--- src/rtl/core/tsb_pkg.sv ---
`timescale 1ns / 1ps
// ----------------------------------------------------------------------------
// tsb_pkg
// Shared types and constants of the IPv4/TCP segment builder.
// ----------------------------------------------------------------------------
package tsb_pkg;

	localparam int unsigned MAX_PAYLOAD = 1500;
	localparam int unsigned QUEUE_DEPTH = 4;
	localparam int unsigned QPTR_W = $clog2(QUEUE_DEPTH);

	localparam logic [16:0] MAX_PAYLOAD_W = 17'(MAX_PAYLOAD);

	localparam logic [15:0] IP_VER_TOS   = 16'h4500;
	localparam logic [15:0] IP_TTL_PROTO = 16'h4006;
	localparam logic [15:0] TCP_WINDOW   = 16'hFFFF;
	localparam logic [15:0] IP_PROTO_TCP = 16'h0006;
	localparam logic [31:0] OPT_MSS_WORD = 32'h0204FFD7;
	localparam logic [31:0] OPT_WS_WORD  = 32'h01030308;

	localparam logic [19:0] OPT_SUM = 20'(OPT_MSS_WORD[31:16]) + 20'(OPT_MSS_WORD[15:0])
		+ 20'(OPT_WS_WORD[31:16]) + 20'(OPT_WS_WORD[15:0]);

	localparam logic [3:0] HDR_WORDS     = 4'd10;
	localparam logic [3:0] HDR_WORDS_SYN = 4'd12;

	localparam int unsigned SYN_BIT = 1;

	typedef struct packed {
		logic        has_data;
		logic [7:0]  data_byte;
		logic        last;
		logic        ovf;
		logic [7:0]  flags;
		logic [31:0] saddr;
		logic [31:0] daddr;
		logic [15:0] sport;
		logic [15:0] dport;
		logic [31:0] seq;
		logic [31:0] ack;
		logic [15:0] tot_len;
		logic [15:0] ip_csum;
		logic [15:0] tcp_csum;
	} entry_t;

	typedef struct packed {
		logic   valid;
		entry_t data;
	} push_t;

endpackage

--- src/rtl/core/tsb_front.sv ---
`timescale 1ns / 1ps
// ----------------------------------------------------------------------------
// tsb_front
// Accepts words, keeps the payload sum and count, and computes the header
// lengths and checksums in two pipeline stages.
// ----------------------------------------------------------------------------
module tsb_front (
	input  logic                 clk,
	input  logic                 arst_n,
	input  logic                 in_valid,
	output logic                 in_ready,
	input  logic [31:0]          src_addr,
	input  logic [31:0]          dst_addr,
	input  logic [15:0]          src_port,
	input  logic [15:0]          dest_port,
	input  logic [31:0]          seq_num,
	input  logic [31:0]          ack_num,
	input  logic [7:0]           tcp_flags,
	input  logic [7:0]           data_byte,
	input  logic                 has_data,
	input  logic                 last,
	input  logic                 q_full,
	output tsb_pkg::push_t       push
);
	import tsb_pkg::*;

	logic [15:0] sum_q;
	logic [16:0] cnt_q;
	logic        odd_q;
	logic        ovf_q;

	logic        adv;
	logic        take;
	logic [15:0] term;
	logic [16:0] sum_add;
	logic [15:0] sum_fold;
	logic [15:0] sum_nx;
	logic [16:0] cnt_nx;
	logic        ovf_nx;

	logic        v_s1;
	entry_t      e_s1;
	logic [15:0] sum_s1;
	logic [16:0] cnt_s1;

	logic        v_s2;
	entry_t      e_s2;
	logic [17:0] pa_s2;
	logic [17:0] pb_s2;
	logic [19:0] pc_s2;
	logic [15:0] sum_s2;
	logic [15:0] tcp_len_s2;

	logic        syn_s1;
	logic [16:0] opt_s1;
	logic [17:0] pa;
	logic [17:0] pb;
	logic [19:0] pc;
	logic [7:0]  off_byte;
	entry_t      e_len;

	logic [19:0] ip_raw;
	logic [19:0] tcp_raw;
	logic [16:0] ip_t;
	logic [16:0] tcp_t;
	logic [15:0] ip_f;
	logic [15:0] tcp_f;

	assign adv      = !(v_s2 && q_full);
	assign in_ready = adv;

	always_comb begin
		term     = odd_q ? {8'h00, data_byte} : {data_byte, 8'h00};
		sum_add  = {1'b0, sum_q} + {1'b0, term};
		sum_fold = sum_add[15:0] + {15'd0, sum_add[16]};
		take     = has_data && (cnt_q < MAX_PAYLOAD_W);
		sum_nx   = take ? sum_fold : sum_q;
		cnt_nx   = take ? cnt_q + 17'd1 : cnt_q;
		ovf_nx   = ovf_q || (has_data && !take);
	end

	// running payload state
	always_ff @(posedge clk or negedge arst_n) begin
		if (!arst_n) begin
			sum_q <= '0;
			cnt_q <= '0;
			odd_q <= 1'b0;
			ovf_q <= 1'b0;
		end else if (in_valid && adv) begin
			if (last) begin
				sum_q <= '0;
				cnt_q <= '0;
				odd_q <= 1'b0;
				ovf_q <= 1'b0;
			end else begin
				sum_q <= sum_nx;
				cnt_q <= cnt_nx;
				odd_q <= odd_q ^ take;
				ovf_q <= ovf_nx;
			end
		end
	end

	always_ff @(posedge clk or negedge arst_n) begin
		if (!arst_n) begin
			v_s1 <= 1'b0;
			v_s2 <= 1'b0;
		end else if (adv) begin
			v_s1 <= in_valid;
			v_s2 <= v_s1;
		end
	end

	// stage 1: item and updated payload state
	always_ff @(posedge clk) begin
		if (adv) begin
			e_s1.has_data  <= has_data;
			e_s1.data_byte <= data_byte;
			e_s1.last      <= last;
			e_s1.ovf       <= ovf_nx;
			e_s1.flags     <= tcp_flags;
			e_s1.saddr     <= src_addr;
			e_s1.daddr     <= dst_addr;
			e_s1.sport     <= src_port;
			e_s1.dport     <= dest_port;
			e_s1.seq       <= seq_num;
			e_s1.ack       <= ack_num;
			e_s1.tot_len   <= '0;
			e_s1.ip_csum   <= '0;
			e_s1.tcp_csum  <= '0;
			sum_s1         <= sum_nx;
			cnt_s1         <= cnt_nx;
		end
	end

	always_comb begin
		syn_s1   = e_s1.flags[SYN_BIT];
		opt_s1   = syn_s1 ? 17'd8 : 17'd0;
		off_byte = syn_s1 ? 8'h70 : 8'h50;
		pa = 18'(e_s1.saddr[31:16]) + 18'(e_s1.saddr[15:0])
			+ 18'(e_s1.daddr[31:16]) + 18'(e_s1.daddr[15:0]);
		pb = 18'(e_s1.sport) + 18'(e_s1.dport)
			+ 18'(e_s1.seq[31:16]) + 18'(e_s1.seq[15:0]);
		pc = 20'(e_s1.ack[31:16]) + 20'(e_s1.ack[15:0]) + 20'({off_byte, e_s1.flags})
			+ 20'(TCP_WINDOW) + 20'(IP_PROTO_TCP) + (syn_s1 ? OPT_SUM : 20'd0);
		e_len         = e_s1;
		e_len.tot_len = 16'(cnt_s1 + opt_s1 + 17'd40);
	end

	// stage 2: partial sums and lengths
	always_ff @(posedge clk) begin
		if (adv) begin
			e_s2         <= e_len;
			tcp_len_s2   <= 16'(cnt_s1 + opt_s1 + 17'd20);
			pa_s2        <= pa;
			pb_s2        <= pb;
			pc_s2        <= pc;
			sum_s2       <= sum_s1;
		end
	end

	always_comb begin
		ip_raw  = 20'(pa_s2) + 20'(IP_VER_TOS) + 20'(IP_TTL_PROTO) + 20'(e_s2.tot_len);
		tcp_raw = 20'(pa_s2) + 20'(pb_s2) + pc_s2 + 20'(sum_s2) + 20'(tcp_len_s2);
		ip_t    = {1'b0, ip_raw[15:0]} + {13'd0, ip_raw[19:16]};
		tcp_t   = {1'b0, tcp_raw[15:0]} + {13'd0, tcp_raw[19:16]};
		ip_f    = ip_t[15:0] + {15'd0, ip_t[16]};
		tcp_f   = tcp_t[15:0] + {15'd0, tcp_t[16]};

		push.valid         = v_s2;
		push.data          = e_s2;
		push.data.ip_csum  = ~ip_f;
		push.data.tcp_csum = ~tcp_f;
	end

endmodule

--- src/rtl/core/tsb_queue.sv ---
`timescale 1ns / 1ps
// ----------------------------------------------------------------------------
// tsb_queue
// Short FIFO of classified words between front and back.
// ----------------------------------------------------------------------------
module tsb_queue (
	input  logic            clk,
	input  logic            arst_n,
	input  tsb_pkg::push_t  push,
	output logic            full,
	output logic            empty,
	output tsb_pkg::entry_t head,
	input  logic            pop
);
	import tsb_pkg::*;

	entry_t              mem_q [QUEUE_DEPTH];
	logic [QPTR_W-1:0]   wr_q;
	logic [QPTR_W-1:0]   rd_q;
	logic [QPTR_W:0]     cnt_q;
	logic                wr_en;
	logic                rd_en;

	assign full  = (cnt_q == (QPTR_W+1)'(QUEUE_DEPTH));
	assign empty = (cnt_q == '0);
	assign wr_en = push.valid && !full;
	assign rd_en = pop && !empty;
	assign head  = mem_q[rd_q];

	always_ff @(posedge clk) begin
		if (wr_en) begin
			mem_q[wr_q] <= push.data;
		end
	end

	always_ff @(posedge clk or negedge arst_n) begin
		if (!arst_n) begin
			wr_q  <= '0;
			rd_q  <= '0;
			cnt_q <= '0;
		end else begin
			if (wr_en) begin
				wr_q <= wr_q + QPTR_W'(1);
			end
			if (rd_en) begin
				rd_q <= rd_q + QPTR_W'(1);
			end
			if (wr_en && !rd_en) begin
				cnt_q <= cnt_q + (QPTR_W+1)'(1);
			end else if (rd_en && !wr_en) begin
				cnt_q <= cnt_q - (QPTR_W+1)'(1);
			end
		end
	end

endmodule

--- src/rtl/core/tsb_back.sv ---
`timescale 1ns / 1ps
// ----------------------------------------------------------------------------
// tsb_back
// Emits the payload byte of each queued word and, on a last word, the header
// words or a too-long marker, through an output register.
// ----------------------------------------------------------------------------
module tsb_back (
	input  logic            clk,
	input  logic            arst_n,
	input  logic            empty,
	input  tsb_pkg::entry_t head,
	output logic            pop,
	output logic            out_valid,
	input  logic            out_ready,
	output logic            part,
	output logic [31:0]     value,
	output logic            frame_end,
	output logic            too_long
);
	import tsb_pkg::*;

	localparam logic [3:0] W_LEN   = 4'd0;
	localparam logic [3:0] W_FRAG  = 4'd1;
	localparam logic [3:0] W_TTL   = 4'd2;
	localparam logic [3:0] W_SADDR = 4'd3;
	localparam logic [3:0] W_DADDR = 4'd4;
	localparam logic [3:0] W_PORTS = 4'd5;
	localparam logic [3:0] W_SEQ   = 4'd6;
	localparam logic [3:0] W_ACK   = 4'd7;
	localparam logic [3:0] W_FLAGS = 4'd8;
	localparam logic [3:0] W_CSUM  = 4'd9;
	localparam logic [3:0] W_MSS   = 4'd10;
	localparam logic [3:0] W_WS    = 4'd11;

	logic        out_valid_q;
	logic        part_q;
	logic [31:0] value_q;
	logic        end_q;
	logic        tl_q;
	logic        pay_done_q;
	logic [3:0]  widx_q;

	logic        load;
	logic        emit;
	logic        emit_pay;
	logic        word_end;
	logic [3:0]  wcnt;
	logic [31:0] word;

	assign load = !out_valid_q || out_ready;

	always_comb begin
		unique case (widx_q)
			W_LEN:   word = {IP_VER_TOS, head.tot_len};
			W_FRAG:  word = 32'd0;
			W_TTL:   word = {IP_TTL_PROTO, head.ip_csum};
			W_SADDR: word = head.saddr;
			W_DADDR: word = head.daddr;
			W_PORTS: word = {head.sport, head.dport};
			W_SEQ:   word = head.seq;
			W_ACK:   word = head.ack;
			W_FLAGS: word = {(head.flags[SYN_BIT] ? 8'h70 : 8'h50), head.flags, TCP_WINDOW};
			W_CSUM:  word = {head.tcp_csum, 16'd0};
			W_MSS:   word = OPT_MSS_WORD;
			W_WS:    word = OPT_WS_WORD;
			default: word = 32'd0;
		endcase
	end

	always_comb begin
		wcnt     = head.flags[SYN_BIT] ? HDR_WORDS_SYN : HDR_WORDS;
		emit_pay = head.has_data && !pay_done_q;
		word_end = head.ovf || (widx_q == wcnt - 4'd1);
		emit     = !empty && load && (emit_pay || head.last);
		if (empty) begin
			pop = 1'b0;
		end else if (!head.has_data && !head.last) begin
			pop = 1'b1;
		end else if (emit_pay) begin
			pop = load && !head.last;
		end else begin
			pop = load && word_end;
		end
	end

	always_ff @(posedge clk or negedge arst_n) begin
		if (!arst_n) begin
			out_valid_q <= 1'b0;
			pay_done_q  <= 1'b0;
			widx_q      <= '0;
		end else begin
			if (load) begin
				out_valid_q <= emit;
			end
			if (emit) begin
				if (emit_pay) begin
					pay_done_q <= head.last;
				end else if (word_end) begin
					pay_done_q <= 1'b0;
					widx_q     <= '0;
				end else begin
					widx_q <= widx_q + 4'd1;
				end
			end
		end
	end

	always_ff @(posedge clk) begin
		if (emit) begin
			if (emit_pay) begin
				part_q  <= 1'b0;
				value_q <= {24'd0, head.data_byte};
				end_q   <= 1'b0;
				tl_q    <= 1'b0;
			end else if (head.ovf) begin
				part_q  <= 1'b1;
				value_q <= 32'd0;
				end_q   <= 1'b1;
				tl_q    <= 1'b1;
			end else begin
				part_q  <= 1'b1;
				value_q <= word;
				end_q   <= word_end;
				tl_q    <= 1'b0;
			end
		end
	end

	assign out_valid = out_valid_q;
	assign part      = part_q;
	assign value     = value_q;
	assign frame_end = end_q;
	assign too_long  = tl_q;

endmodule

--- src/rtl/core/tcp_ipv4_segment_builder.sv ---
`timescale 1ns / 1ps
// Path: an accepted word is registered in stage 1 and stage 2, queued, then held in the output register.
// Throughput: one word per cycle while the 4-entry queue has room; a last word
// holds the output sequencer while it emits the header words, or the too-long
// marker, after the payload byte if the word carries one.
// The intake stalls only when the queue fills behind the sequencer.
// Reset: arst_n clears the payload sum, count, pipeline, queue and output valid.
// ----------------------------------------------------------------------------
// tcp_ipv4_segment_builder
// Streams payload bytes and appends the IPv4 and TCP headers with checksums.
// ----------------------------------------------------------------------------
module tcp_ipv4_segment_builder (
	input  logic        clk,
	input  logic        arst_n,
	input  logic        in_valid,
	output logic        in_ready,
	input  logic [31:0] src_addr,
	input  logic [31:0] dst_addr,
	input  logic [15:0] src_port,
	input  logic [15:0] dest_port,
	input  logic [31:0] seq_num,
	input  logic [31:0] ack_num,
	input  logic [7:0]  tcp_flags,
	input  logic [7:0]  data_byte,
	input  logic        has_data,
	input  logic        last,
	output logic        out_valid,
	input  logic        out_ready,
	output logic        part,
	output logic [31:0] value,
	output logic        frame_end,
	output logic        too_long
);
	import tsb_pkg::*;

	push_t  push;
	entry_t head;
	logic   q_full;
	logic   q_empty;
	logic   pop;

	tsb_front u_front (
		.clk       (clk),
		.arst_n    (arst_n),
		.in_valid  (in_valid),
		.in_ready  (in_ready),
		.src_addr  (src_addr),
		.dst_addr  (dst_addr),
		.src_port  (src_port),
		.dest_port (dest_port),
		.seq_num   (seq_num),
		.ack_num   (ack_num),
		.tcp_flags (tcp_flags),
		.data_byte (data_byte),
		.has_data  (has_data),
		.last      (last),
		.q_full    (q_full),
		.push      (push)
	);

	tsb_queue u_queue (
		.clk    (clk),
		.arst_n (arst_n),
		.push   (push),
		.full   (q_full),
		.empty  (q_empty),
		.head   (head),
		.pop    (pop)
	);

	tsb_back u_back (
		.clk       (clk),
		.arst_n    (arst_n),
		.empty     (q_empty),
		.head      (head),
		.pop       (pop),
		.out_valid (out_valid),
		.out_ready (out_ready),
		.part      (part),
		.value     (value),
		.frame_end (frame_end),
		.too_long  (too_long)
	);

`ifndef SYNTHESIS
	a_marker_form: assert property (@(posedge clk) disable iff (!arst_n)
		out_valid && too_long |-> part && frame_end && (value == 32'd0))
		else $error("too-long marker malformed");

	a_payload_form: assert property (@(posedge clk) disable iff (!arst_n)
		out_valid && !part |-> (value[31:8] == 24'd0) && !frame_end && !too_long)
		else $error("payload result malformed");

	a_full_stall: assert property (@(posedge clk) disable iff (!arst_n)
		push.valid && q_full |-> !in_ready)
		else $error("intake open while queue full");
`endif

endmodule

--- config.mk ---
export PLATFORM = sky130hd
export DESIGN_NAME = tcp_ipv4_segment_builder
export DESIGN_NICKNAME = d
export VERILOG_FILES = /design/src/rtl/core/tsb_pkg.sv /design/src/rtl/core/tsb_front.sv /design/src/rtl/core/tsb_queue.sv /design/src/rtl/core/tsb_back.sv /design/src/rtl/core/tcp_ipv4_segment_builder.sv
export SDC_FILE = /design/constraint.sdc
export NUM_CORES = 2
export LEC_CHECK = 0
export ABC_AREA = 1
export BUFFER_PORTS_ARGS = -buffer_cell sky130_fd_sc_hd__buf_2
export CORE_MARGIN = 3
export CORE_UTILIZATION = 32
export CTS_BUF_LIST = sky130_fd_sc_hd__clkbuf_2
export CTS_CLUSTER_DIAMETER = 80
export DETAILED_ROUTE_END_ITERATION = 10
export GPL_TIMING_DRIVEN = 0
export SYNTH_ARGS = -nofsm -noshare
export SYNTH_HDL_FRONTEND = slang
export SYNTH_SLANG_ARGS = --single-unit
export TNS_END_PERCENT = 10
--- constraint.sdc ---
create_clock -name clk -period 45.3 [get_ports clk]
set_input_delay 4.53 -clock clk [delete_from_list [all_inputs] [get_ports clk]]
set_output_delay 4.53 -clock clk [all_outputs]
set_load 0.02 [all_outputs]
==> run summary <==
The data required time at the worst endpoint was 46770 ps. The startpoint identified for the worst register-to-register timing path is u_front.pa_s2[4]. The path class of the tightest hold or removal check is flip-flop to flip-flop.

The TritonCTS buffer count is 394. Average footprint of a synthesized cell: 12.2 sq um. The startpoint identified for the worst hold timing path is u_front.e_len[221]. The number of antenna violations at the first check in global routing was 27; the ratio of routed vias to standard cells was 5.18. By area the synthesized netlist is led by sky130_fd_sc_hd__edfxtp_1 65%, sky130_fd_sc_hd__nand2_1 4.3%, sky130_fd_sc_hd__ha_1 4.2%.

The vertical die dimension came out at 461 um. After routing, the total negative slack on setup checks comes to 0 ps. In this run the core area contains 166 standard-cell rows.

Post-CTS timing repair inserted 0 buffers for setup. Between clock sinks in the finished design, the worst skew comes to 330 ps. The number of warnings issued by yosys is 0, and the area share of the largest cell type after synthesis is 65.0%.

Average wire per cell in the routed design: 26.1 um. The share of synthesized registers carrying an async set or reset came out at 3.37%. After synthesis, the largest family of logic cells by area is simple AND/OR/NAND/NOR gates.

Setup repair after global routing left no endpoint under its margin. The depth of the worst register-to-register path was 44. Sequential elements use 66.9% of the synthesized area. Once the floorplan was initialized, standard cells occupied 32.3% of the core.

Once the clock tree was built, the resizer swapped 0 gates to a different size. The number of hold violations in the final report is 0, and the final weighted congestion of routability-driven global placement is 0.958. The largest incremental delay on the critical path came out at 710 ps. The transition at the pin with the smallest max-transition slack was 1320 ps; the number of I/O port buffers was 218.

In this run the remaining antenna-violating nets after routing total 0. The run gives 0 as the count of max-cap constraint violations. STA classifies the critical path endpoint as a flip-flop. The core box area was 205000 sq um.

Largest driver fanout on the critical path: 6. The buffer and inverter count on the worst path works out to 3. The hold-critical path endpoint is u_front.push[221]. The run gives 56 as the number of unique standard cell types used by synthesis. The worst-path cell with the longest stage delay is sky130_fd_sc_hd__xor2_1. The floorplan step defined a die boundary enclosing 212000 sq um.

The endpoint identified for the worst register-to-register timing path is u_queue.mem_q[0][11]. The post-route minimum period is 9330 ps, and the overall die width is 461 um. In this run the number of H-tree levels came out at 5. The count of hold-fix buffers inserted at cts was 0; the clock input transition at the sequential cells of the worst setup and hold paths was 90 ps. The category of cells accounting for the largest share of critical-path delay is simple AND/OR/NAND/NOR gates. The overall track demand over capacity in global routing is 21.7%, and the multiplexer share of the synthesized area is 0.138%. The growth of design area from synthesis to finish is 13.9%. The count of flip-flops with a built-in enable after synthesis was 1434. The number of sinks driven by the clock tree came out at 1484. The clock passes through at most 4 buffers. In the finished design, the share of the clock period the worst path needs comes to 20.6%. The tools report the maximum clock frequency as 107 MHz.

Minimum setup slack among reg-to-reg paths: 35970 ps. Setup violations remaining at the end of the flow were counted as 0. Number of nets in the layout: 6585. The synthesized design contains 1484 register bits. Most prevalent standard cell on the critical path: sky130_fd_sc_hd__nand2_1. Headroom to the max-slew limit came out at 11.4%.

Counting instances, the worst hold path has a depth of 0. Entering global routing, the biggest net connects 62 pins. The area of the mapped netlist came out at 66200 sq um. The total I/O pin count was 219; the adder-cell share of the synthesized area was 6.59%. At the worst endpoint, the arrival time is 10800 ps. For this run the aggregate overflow at the end of global routing stands at 0.

Among all flip-flop cells after synthesis, the most frequent one is sky130_fd_sc_hd__edfxtp_1. The first-pass GRT wire length is 325000 um, and the number of design-rule violations left by the first detailed-router iteration is 6717. The tools report the nature of the critical path startpoint as a flip-flop. For this run, the detailed router's first-pass iteration total came to 8. The post-synth net total was 5917. At the later pin of the worst-skew pair, clock insertion delay measures 1900 ps. Of the cells placed in the final design, the portion with a size suffix greater than 1 is 15.8%. The library cell occupying the most area in the post-synthesis netlist was sky130_fd_sc_hd__edfxtp_1.

For the number of pins with negative max-slew slack in the final report, the log shows 0. The flow ran to the end, and the final reports show no timing, DRC or antenna violations. Library cell used as clock root buffer: sky130_fd_sc_hd__clkbuf_2. The final layout contains routed wiring with a total length of 237000 um.

After legalization and detailed placement, the total HPWL measured 177000 um. The routed layout has 47019 vias. For the final routed DRC violation total, the log shows 0. TritonCTS built the clock tree.

The via count of the first global-routing pass is 44614, and the share of the synthesized area in compound gates (AO/OA/AOI/OAI) is 8.73%. Class of the most critical setup path: flip-flop to flip-flop. Xor and xnor area share after synthesis: 2.68%. Synthesis handed over a netlist of 5434 instances. After Yosys synthesis, and, or, nand and nor cells account for 10.7% of the synthesized area.
worst reg2reg max path: cells and delay by family, from the launching register on:
| family | cells | cell delay, ps |
|---|---|---|
| simple gates | 26 | 3410 |
| buf+inv | 3 | 200 |
| fa+ha+maj | 7 | 2490 |
| flops | 1 | 500 |
| compound gates | 5 | 1190 |
| xor+xnor | 3 | 1370 |
layout make-up:
class,instances,area (sq um)
diodes,17,42.5
plain buffers,187,778
clock buffers,560,2800
clock inverters,101,617
fillers,20081,130000
inverters,551,2070
multi-input cells,3212,19100
flip-flops and latches,1484,44300
well taps,2688,3360
repair buffers,272,2330
how the worst max path moves through the flow:
stage | start | endpoint | cells after the start | slack [ps]
2_1_floorplan | u_queue.cnt_q[2] | in_ready | 1 | 28450
3_3_place_gp | u_queue.cnt_q[0] | in_ready | 3 | 18370
3_5_place_dp | u_front.pa_s2[4] | u_queue.mem_q[0][11] | 44 | 35860
4_1_cts | u_front.pa_s2[4] | u_queue.mem_q[0][11] | 44 | 35880
5_1_grt | u_front.pb_s2[4] | u_queue.mem_q[0][11] | 44 | 35090
6_report | u_front.pa_s2[4] | u_queue.mem_q[0][11] | 44 | 35970
cell usage after synthesis, types with 3 or more instances:
cell                          n
sky130_fd_sc_hd__nor2_2      16
sky130_fd_sc_hd__nand3b_1     7
sky130_fd_sc_hd__xor2_2       3
sky130_fd_sc_hd__nand2_1    757
sky130_fd_sc_hd__or2_2        6
sky130_fd_sc_hd__a221oi_1    32
sky130_fd_sc_hd__a21boi_0    11
sky130_fd_sc_hd__o22ai_1    182
sky130_fd_sc_hd__a41oi_1      6
sky130_fd_sc_hd__nand4_1     60
sky130_fd_sc_hd__inv_1      536
sky130_fd_sc_hd__a31oi_1     22
sky130_fd_sc_hd__nand3_2     10
sky130_fd_sc_hd__o31ai_1      4
sky130_fd_sc_hd__a32o_1      13
sky130_fd_sc_hd__fa_1        80
sky130_fd_sc_hd__dfrtp_1     50
sky130_fd_sc_hd__nand2_2     17
sky130_fd_sc_hd__o21ai_1     11
sky130_fd_sc_hd__nor2_4       8
sky130_fd_sc_hd__clkbuf_1   129
sky130_fd_sc_hd__a21oi_1    205
sky130_fd_sc_hd__nor4_1       8
sky130_fd_sc_hd__nand3_1    181
sky130_fd_sc_hd__xnor2_1     70
sky130_fd_sc_hd__nor2_1     579
sky130_fd_sc_hd__a22o_1      18
sky130_fd_sc_hd__ha_1       221
sky130_fd_sc_hd__o21a_1       6
sky130_fd_sc_hd__a21o_1      14
sky130_fd_sc_hd__o21ai_0    468
sky130_fd_sc_hd__inv_2       15
sky130_fd_sc_hd__a311oi_1     4
sky130_fd_sc_hd__mux2i_1      8
sky130_fd_sc_hd__nor3_1      28
sky130_fd_sc_hd__o21bai_1    10
sky130_fd_sc_hd__edfxtp_1  1434
sky130_fd_sc_hd__buf_1        7
sky130_fd_sc_hd__xor2_1     127
sky130_fd_sc_hd__buf_4        5
sky130_fd_sc_hd__buf_2       46
routing by layer:
| layer | routed length (um) | up-vias | track usage, % |
|---|---|---|---|
| li1 | - | 20773 | - |
| met1 | 93600 | 22864 | 29.1 |
| met2 | 102000 | 2843 | 32.3 |
| met3 | 28200 | 533 | 5.99 |
| met4 | 13200 | 6 | 11.2 |
| met5 | 114 | - | 0 |
stage by stage:
stage	cells	util (%)	instance area (sq um)	worst slack, ps	hold WS [ps]
4_1_cts	9054	36.7	75400	35880	348
2_1_floorplan	5434	-	66200	28450	400
3_5_place_dp	8393	35.1	72000	35860	405
6_report	9072	36.8	75400	35970	357
3_3_place_gp	8340	34.4	70700	18370	401
5_1_grt	9068	36.8	75400	35090	373
logic make-up (layout without fill, tap and decap cells):
logic type / count (synthesis) / after routing
multiplexers: 9 / 9
XOR/XNOR: 200 / 200
buffers and inverters: 738 / 1671
flip-flops: 1484 / 1484
AO/OA/AOI/OAI: 1015 / 1015
adder cells (fa/ha/maj): 301 / 301
AND/OR/NAND/NOR: 1687 / 1687
other: 0 / 17
layout by cell type, fill, tap and decap left out, types with 10 or more instances in the layout:
| master | instances |
|---|---|
| sky130_fd_sc_hd__edfxtp_1 | 1434 |
| sky130_fd_sc_hd__nand2_1 | 757 |
| sky130_fd_sc_hd__nor2_1 | 574 |
| sky130_fd_sc_hd__clkbuf_2 | 560 |
| sky130_fd_sc_hd__inv_1 | 536 |
| sky130_fd_sc_hd__o21ai_0 | 468 |
| sky130_fd_sc_hd__buf_2 | 263 |
| sky130_fd_sc_hd__ha_1 | 221 |
| sky130_fd_sc_hd__a21oi_1 | 205 |
| sky130_fd_sc_hd__o22ai_1 | 182 |
| sky130_fd_sc_hd__nand3_1 | 180 |
| sky130_fd_sc_hd__clkbuf_1 | 129 |
| sky130_fd_sc_hd__xor2_1 | 127 |
| sky130_fd_sc_hd__fa_1 | 80 |
| sky130_fd_sc_hd__xnor2_1 | 70 |
| sky130_fd_sc_hd__clkinv_1 | 70 |
| sky130_fd_sc_hd__nand4_1 | 60 |
| sky130_fd_sc_hd__dfrtp_1 | 50 |
| sky130_fd_sc_hd__a221oi_1 | 32 |
| sky130_fd_sc_hd__nor3_1 | 28 |
| sky130_fd_sc_hd__buf_12 | 27 |
| sky130_fd_sc_hd__buf_16 | 24 |
| sky130_fd_sc_hd__a31oi_1 | 22 |
| sky130_fd_sc_hd__inv_2 | 21 |
| sky130_fd_sc_hd__a22o_1 | 18 |
| sky130_fd_sc_hd__diode_2 | 17 |
| sky130_fd_sc_hd__nand2_2 | 17 |
| sky130_fd_sc_hd__nor2_2 | 16 |
| sky130_fd_sc_hd__clkinv_2 | 15 |
| sky130_fd_sc_hd__a21o_1 | 14 |
| sky130_fd_sc_hd__a32o_1 | 13 |
| sky130_fd_sc_hd__nor2_4 | 13 |
| sky130_fd_sc_hd__o21ai_1 | 11 |
| sky130_fd_sc_hd__a21boi_0 | 11 |
| sky130_fd_sc_hd__o21bai_1 | 10 |
| sky130_fd_sc_hd__nand3_2 | 10 |
flip-flops by register name (all words and copies together), names as in the netlist, 2 cells and up:
name and flops:
u_queue.wr_q 2, u_front.tcp_len_s2 16, u_front.sum_s2 16, u_front.pb_s2 18, u_back.widx_q 4, u_queue.cnt_q 3
u_back.value 32, u_queue.rd_q 2, u_front.cnt_s1 16, u_front.sum_q 16, u_front.pc_s2 19, u_front.push 193
u_front.sum_s1 16, u_front.cnt_q 17, u_front.pa_s2 18, u_queue.mem_q 908, u_front.e_len 179
Power is not shown: default switching activity piles up to over one toggle a cycle in this logic, so the estimate is an artifact.
